==> src/design/checksummed_frame_receiver_macros.svh <==
// ----------------------------------------------------------------------------
// Checksummed frame receiver assertion macros
// Shared concurrent assertion forms, clocked and disabled during reset.
// ----------------------------------------------------------------------------
`ifndef CHECKSUMMED_FRAME_RECEIVER_MACROS_SVH
`define CHECKSUMMED_FRAME_RECEIVER_MACROS_SVH

// Same-cycle implication.
`define CFR_ASSERT_NOW(label, clk, rst_n, ante, cons) \
	label: assert property (@(posedge clk) disable iff (!rst_n) (ante) |-> (cons)) \
		else $error("assertion failed");

// Next-cycle implication.
`define CFR_ASSERT_NEXT(label, clk, rst_n, ante, cons) \
	label: assert property (@(posedge clk) disable iff (!rst_n) (ante) |=> (cons)) \
		else $error("assertion failed");

`endif

==> src/design/cfr_pkg.sv <==
`timescale 1ns / 1ps
`default_nettype none
// ----------------------------------------------------------------------------
// cfr_pkg
// Types and constants of the checksummed frame receiver.
// ----------------------------------------------------------------------------
package cfr_pkg;

	// Frames longer than this get a too-long verdict (range 4 to 255).
	localparam logic [7:0] MAX_FRAME_LEN = 8'd255;
	localparam logic [7:0] CHECK_BASE    = 8'hFF;

	typedef enum logic {
		OP_BYTE  = 1'b0,
		OP_CLEAR = 1'b1
	} op_t;

	typedef enum logic {
		KIND_PAYLOAD = 1'b0,
		KIND_VERDICT = 1'b1
	} kind_t;

	typedef enum logic [2:0] {
		ST_OK        = 3'd0,
		ST_WRONG_ID  = 3'd1,
		ST_CHECKSUM  = 3'd2,
		ST_TOO_SHORT = 3'd3,
		ST_TOO_LONG  = 3'd4
	} status_t;

	typedef struct packed {
		op_t        op;
		logic [7:0] frame_byte;
		logic       is_last;
	} byte_req_t;

	typedef struct packed {
		kind_t      kind;
		logic [7:0] payload;
		logic [7:0] frame_number;
		status_t    status;
		logic [7:0] quantity;
		logic       frame_done;
	} result_t;

endpackage
`default_nettype wire

==> src/design/checksummed_frame_receiver.sv <==
`timescale 1ns / 1ps
`default_nettype none
// Path: a byte accepted into the input register is parsed from there; its
//   result (if any) is registered into the output register (res_*) or the skid entry.
// Throughput: one byte per cycle while the skid is free (combinational parse and update).
// Backpressure: a two-deep output (result register plus skid) keeps input flowing.
// Reset: arst_n clears the session, the frame in progress and all valid flags.
// ----------------------------------------------------------------------------
// checksummed_frame_receiver
// Parses id / number / quantity / payload / checksum frames byte by byte,
// streams payload bytes and closes each frame with a status verdict.
// ----------------------------------------------------------------------------
`include "checksummed_frame_receiver_macros.svh"

module checksummed_frame_receiver
	import cfr_pkg::*;
(
	input  wire logic      clk,
	input  wire logic      arst_n,
	// incoming frame bytes
	input  wire logic      byte_valid,
	output logic           byte_stall,
	input  wire byte_req_t byte_data,
	// outgoing results
	output logic           res_valid,
	input  wire logic      res_stall,
	output result_t        res_data
);

	// ------------------------------------------------------------------
	// Input register: one request waits here for the parse.
	// ------------------------------------------------------------------
	logic      valid_s1;
	byte_req_t item_s1;

	// Output register and skid entry.
	logic    out_valid_q;
	result_t out_q;
	logic    skid_valid_q;
	result_t skid_q;

	// Session and frame state.
	logic [7:0] pos_q;      // index of the next byte in the frame, saturating
	logic [7:0] sid_q;      // latched id, zero = none
	logic       mism_q;     // current frame carries a foreign id
	logic [7:0] num_q;      // frame number of the current frame
	logic [7:0] sum_q;      // running byte sum after the id
	logic [7:0] pq_q;       // quantity byte of the current frame
	logic [7:0] tot_q;      // committed quantity

	logic accept;
	logic fire;
	logic out_taken;

	// The parse stage moves on whenever the skid entry is free; the skid
	// then always has room for whatever the parse produces.
	assign fire       = valid_s1 && !skid_valid_q;
	assign byte_stall = valid_s1 && skid_valid_q;
	assign accept     = byte_valid && !byte_stall;
	assign out_taken  = out_valid_q && !res_stall;

	assign res_valid = out_valid_q;
	assign res_data  = out_q;

	// ------------------------------------------------------------------
	// Parse: next state and the result of the request in item_s1.
	// ------------------------------------------------------------------
	logic [7:0] b;
	logic       first;
	logic [7:0] pos_n, sid_n, num_n, sum_n, pq_n, tot_n;
	logic       mism_n;
	logic       emit;
	result_t    res_n;
	status_t    verdict;

	assign b     = item_s1.frame_byte;
	assign first = (pos_q == 8'd0);

	always_comb begin
		// Start-of-frame reload, id latch and id check.
		num_n  = first ? 8'd0 : num_q;
		sum_n  = first ? 8'd0 : sum_q;
		pq_n   = first ? 8'd0 : pq_q;
		mism_n = first ? ((sid_q != 8'd0) && (sid_q != b)) : mism_q;
		sid_n  = (first && (sid_q == 8'd0)) ? b : sid_q;
		tot_n  = tot_q;
		pos_n  = pos_q;
		emit   = 1'b0;
		verdict = ST_OK;

		res_n.kind         = KIND_PAYLOAD;
		res_n.payload      = b;
		res_n.frame_number = 8'd0;
		res_n.status       = ST_OK;
		res_n.quantity     = 8'd0;
		res_n.frame_done   = 1'b0;

		if (item_s1.op == OP_CLEAR) begin
			// Clear: whole session back to reset, nothing emitted.
			pos_n  = 8'd0;
			sid_n  = 8'd0;
			mism_n = 1'b0;
			num_n  = 8'd0;
			sum_n  = 8'd0;
			pq_n   = 8'd0;
			tot_n  = 8'd0;
		end else if (!item_s1.is_last) begin
			if (pos_q >= 8'd1) begin
				sum_n = sum_n + b;
			end
			if (pos_q == 8'd1) begin
				num_n = b;
			end else if (pos_q >= 8'd2) begin
				if ((pos_q == 8'd2) && (num_n == 8'd0)) begin
					// Quantity byte of frame zero, held until the verdict.
					pq_n = b;
				end else if (!mism_n && (pos_q < MAX_FRAME_LEN)) begin
					emit = 1'b1;
				end
			end
			pos_n = (pos_q == 8'hFF) ? pos_q : pos_q + 8'd1;
		end else begin
			// Checksum byte: verdict in priority order.
			if (mism_n) begin
				verdict = ST_WRONG_ID;
			end else if ((pos_q < 8'd2) || ((pos_q == 8'd2) && (num_n == 8'd0))) begin
				verdict = ST_TOO_SHORT;
			end else if (pos_q >= MAX_FRAME_LEN) begin
				verdict = ST_TOO_LONG;
			end else if ((CHECK_BASE - sum_n) != b) begin
				verdict = ST_CHECKSUM;
			end else begin
				verdict = ST_OK;
				tot_n   = pq_n;
			end
			emit             = 1'b1;
			res_n.kind       = KIND_VERDICT;
			res_n.payload    = 8'd0;
			res_n.status     = verdict;
			res_n.frame_done = 1'b1;
			pos_n  = 8'd0;
			sum_n  = 8'd0;
			mism_n = 1'b0;
		end

		res_n.frame_number = num_n;
		res_n.quantity     = tot_n;
	end

	// ------------------------------------------------------------------
	// Control registers.
	// ------------------------------------------------------------------
	always_ff @(posedge clk or negedge arst_n) begin
		if (!arst_n) begin
			valid_s1     <= 1'b0;
			out_valid_q  <= 1'b0;
			skid_valid_q <= 1'b0;
			pos_q        <= 8'd0;
			sid_q        <= 8'd0;
			mism_q       <= 1'b0;
			num_q        <= 8'd0;
			sum_q        <= 8'd0;
			pq_q         <= 8'd0;
			tot_q        <= 8'd0;
		end else begin
			if (accept) begin
				valid_s1 <= 1'b1;
			end else if (fire) begin
				valid_s1 <= 1'b0;
			end

			if (fire) begin
				pos_q  <= pos_n;
				sid_q  <= sid_n;
				mism_q <= mism_n;
				num_q  <= num_n;
				sum_q  <= sum_n;
				pq_q   <= pq_n;
				tot_q  <= tot_n;
			end

			// Output pair; skid is empty whenever the parse fires.
			if (fire && emit) begin
				if (!out_valid_q || !res_stall) begin
					out_valid_q <= 1'b1;
				end else begin
					skid_valid_q <= 1'b1;
				end
			end else if (out_taken) begin
				out_valid_q  <= skid_valid_q;
				skid_valid_q <= 1'b0;
			end
		end
	end

	// Payload registers.
	always_ff @(posedge clk) begin
		if (accept) begin
			item_s1 <= byte_data;
		end
		if (fire && emit) begin
			if (!out_valid_q || !res_stall) begin
				out_q <= res_n;
			end else begin
				skid_q <= res_n;
			end
		end else if (out_taken && skid_valid_q) begin
			out_q <= skid_q;
		end
	end

	// ------------------------------------------------------------------
	// Assertions
	// ------------------------------------------------------------------
	`CFR_ASSERT_NOW(a_skid_behind_out, clk, arst_n, skid_valid_q, out_valid_q)
	`CFR_ASSERT_NEXT(a_verdict_ends_frame, clk, arst_n,
		fire && (item_s1.op == OP_BYTE) && item_s1.is_last,
		(pos_q == 8'd0) && !mism_q && (sum_q == 8'd0))
	`CFR_ASSERT_NEXT(a_clear_forgets, clk, arst_n,
		fire && (item_s1.op == OP_CLEAR),
		(sid_q == 8'd0) && (tot_q == 8'd0) && (pos_q == 8'd0))

endmodule
`default_nettype wire

==> config.mk <==
export PLATFORM = sky130hd
export DESIGN_NAME = checksummed_frame_receiver
export DESIGN_NICKNAME = d
export VERILOG_FILES = /design/src/design/cfr_pkg.sv /design/src/design/checksummed_frame_receiver.sv
export VERILOG_INCLUDE_DIRS = /design/src /design/src/design
export SDC_FILE = /design/constraint.sdc
export NUM_CORES = 1
export LEC_CHECK = 0
export BUFFER_PORTS_ARGS = -buffer_cell sky130_fd_sc_hd__buf_4
export CAP_MARGIN = 20
export CORE_ASPECT_RATIO = 0.7
export CORE_MARGIN = 5
export CORE_UTILIZATION = 36
export CTS_BUF_LIST = sky130_fd_sc_hd__clkbuf_16
export DETAILED_ROUTE_END_ITERATION = 10
export PLACE_DENSITY = 0.62
export SYNTH_ARGS = -nofsm -noshare
export SYNTH_HDL_FRONTEND = slang
export SYNTH_SLANG_ARGS = --single-unit
==> constraint.sdc <==
create_clock -name clk -period 4.8 [get_ports clk]
set_input_delay 0.48 -clock clk [delete_from_list [all_inputs] [get_ports clk]]
set_output_delay 0.48 -clock clk [all_outputs]
set_load 0.01 [all_outputs]
==> run metrics <==
root buffer cell clkbuf_16; Post-CTS Resized 0; RSZ-0062 raised after global routing false; compound-gate portion of the synthesized area 15.8%; number of routed nets with antenna violations 0; Distinct cells, synth 65; GRT Overall Usage between 10% and 20%; r2r endpoint res_data[5]$_DFFE_PP_; CTS Hold Buffers Added 0; layout cells sized above 1 20.3%; Critical R2R Launch pos_q[5]$_DFFE_PN0P_; synth warn 0; CTS max path bufs 2; DRT iter0 DRCs 388; setup TNS 0 ps; setup violators final 0; Area growth syn-to-layout 18.6%; kind of critical path flip-flop to flip-flop; CTS tree yes; GPL Wtd Cong 0.829; Vias/cell about 5.6; Synth Area in Adders under 10%; Max Cap Viol 0; core footprint 0.0163 sq mm; Final nets approximately 600; dpl cell area between 0.006 and 0.007 sq mm; Clock transition at path regs ~60 ps; vias in the first global route roughly 4400; Period minus WS final roughly 3700 ps; Num CTS Buffers 17; detailed placer's ending HPWL 9.97 mm; R2R setup slack 1100 ps; Clk Latency, worst-skew pair 410 ps; Highest Clock Rate 0.271 GHz; port bufs 44; fin crit share 77.0%; post-CTS setup buffers 0; EDFF count, synth 66; Avg Inst Size Synth 11.1 sq um; first-pass GRT wire length 24.4 mm; largest family of logic cells by synthesized area compound AO/OA/AOI/OAI gates; final core utilization 43.5%; Post-Synth Simple-Gate Area about 16%; largest net degree at the start of global routing 53; crit path DAT approximately 3900 ps; leak pwr 2.78 nW; total number of vias about 4500; Critical Path RT 5040 ps; IO Pins 45; DRT Pass-1 Iters 5; sequential area share after synthesis 54.7%; Hold Crit Class input port to async pin; CP startpoint kind flip-flop; H-tree depth 4; peak supply drop 0.257 mV; clock sink count roughly 120; Routed WL 15.0 mm; R2R depth 10; cell count after synthesis 540; initial antenna violation count 0; DRC Markers 0; ys async rst share 44.1%; cell area after synthesis 0.00600 sq mm; num rows 39; ys flop type edfxtp_1; Post-Layout Inst Area 0.00711 sq mm; Die Footprint 0.0194 sq mm; starting density of the core 36.7%; Post-Syn Nets 564; Antenna diodes 0; mux cell area share after synthesis 5.24%; GRT overflow 0; CP endpoint kind flip-flop; routed length per placed instance 18.4 um; power per standard cell area around 500 mW/mm^2; Clock Skews 13.5 ps; actual slew at the worst max-slew pin 788 ps; Die Y 118 um; Die Wd 164 um; Synth Area in XOR/XNOR 2.48%; Slew headroom 47.5%; Synth Register Bits roughly 120; status finished, final reports clean; Slew Viols, Final 0; overall power 3.55 mW; crit path max fanout 26; Hold Vio Cnt, Final 0; Filler cells 1520
[where the power goes]
| part | switching, mW | internal [mW] | total (mW) | leakage [nW] |
|---|---|---|---|---|
| logic | 0.605 | 0.335 | 0.940 | 1.18 |
| clock network | 0.484 | 0.765 | 1.25 | 0.263 |
| registers | 0.122 | 1.24 | 1.36 | 1.34 |
[flip-flops by register name (all words and copies together) (netlist names), 8 cells and up]
signal    cells
tot_q         8
num_q         8
res_data     28
sum_q         8
pq_q          8
b             8
skid_q       28
pos_q         8
sid_q         8
[placed cells by master, fill, tap and decap left out, types with 9 or more instances in the layout]
cell        n
edfxtp_1   66
nand2_1    57
buf_4      57
dfrtp_1    52
o21ai_0    38
a21oi_1    35
nand3_1    20
nor2_1     17
and2_1     17
clkbuf_16  17
mux2_2     16
inv_1      11
nor3_1     11
mux2_1     11
a31oi_1    10
nor2b_1    10
ha_1       10
and3_1      9
xor2_1      9
a22o_1      9
[per-stage QoR]
stage	std cells	setup WS, ps	hold WS, ps
floorplan	540	905	184
global placement	783	1340	469
detailed placement	783	1170	480
CTS	815	1140	137
global route	816	885	170
finish	816	1100	110
[cell usage after synthesis (all sizes together), types with 6 or more instances]
cell type	number	share of area, %
dfrtp	52	22
a221o	7	1.2
and3	9	0.94
inv	11	0.69
xor2	9	1.3
xnor2	8	1.2
nor3	12	1.1
mux2	27	5.1
clkbuf	24	1.5
a21oi	35	2.9
a31oi	12	1.5
nand3	20	1.7
o21ai	39	3.3
buf	14	1.5
nor4	6	0.73
a22o	9	1.3
and2	17	1.8
nor2	17	1.1
or4	10	1.4
ha	10	2.1
a22oi	8	1.0
edfxtp	66	33
o31ai	6	0.83
nor2b	10	1.0
nand2	57	3.6
[cell type report]
class / instances / area (sq um) / share of cell area [%]
tap: 225 / 282 / 3.96
clock inverter: 15 / 156 / 2.20
inverter: 11 / 41.3 / 0.581
multi-input combinational: 373 / 2500 / 35.1
sequential: 118 / 3280 / 46.2
timing repair buffer: 57 / 428 / 6.02
clock buffer: 17 / 425 / 5.98
[per-layer routing]
metal / GRT usage, % / vias to the layer above / share of wire (%)
li1: - / 2102 / -
met1: 24.3 / 2266 / 49
met2: 22.2 / 154 / 44
met3: 4.27 / 13 / 6.3
met4: 4.19 / 0 / 0.76
met5: 0 / - / 0
[how the worst max path moves through the flow]
stage	slack, ps	endpoint	from
final	1100	res_data[5]$_DFFE_PP_	pos_q[5]$_DFFE_PN0P_
after floorplan	900	res_data[10]$_DFFE_PP_	pos_q[5]$_DFFE_PN0P_
after detailed placement	1170	res_data[5]$_DFFE_PP_	pos_q[5]$_DFFE_PN0P_
after global routing	890	res_data[5]$_DFFE_PP_	pos_q[5]$_DFFE_PN0P_
after CTS	1140	res_data[5]$_DFFE_PP_	pos_q[5]$_DFFE_PN0P_
after global placement	1340	res_data[4]$_DFFE_PP_	pos_q[5]$_DFFE_PN0P_
[critical path, cell delays in order, from the launching register on]
cell      delay (ps)
dfrtp_1          460
nor4_2           410
nand3_1          120
buf_4            230
and2_1           180
ha_1             340
nand3_1          120
a311oi_1         440
nand4_4          380
or4_1            600
a31oi_1          220
[cell families after synthesis]
group | after synthesis
and+or+nand+nor | 175
AOI/OAI and AO/OA | 141
DFF | 118
buffers and inverters | 49
muxes | 28
xor gates and xnor gates | 17
adders and majority gates | 12
Note: power is estimated with default switching activity, not from simulation.
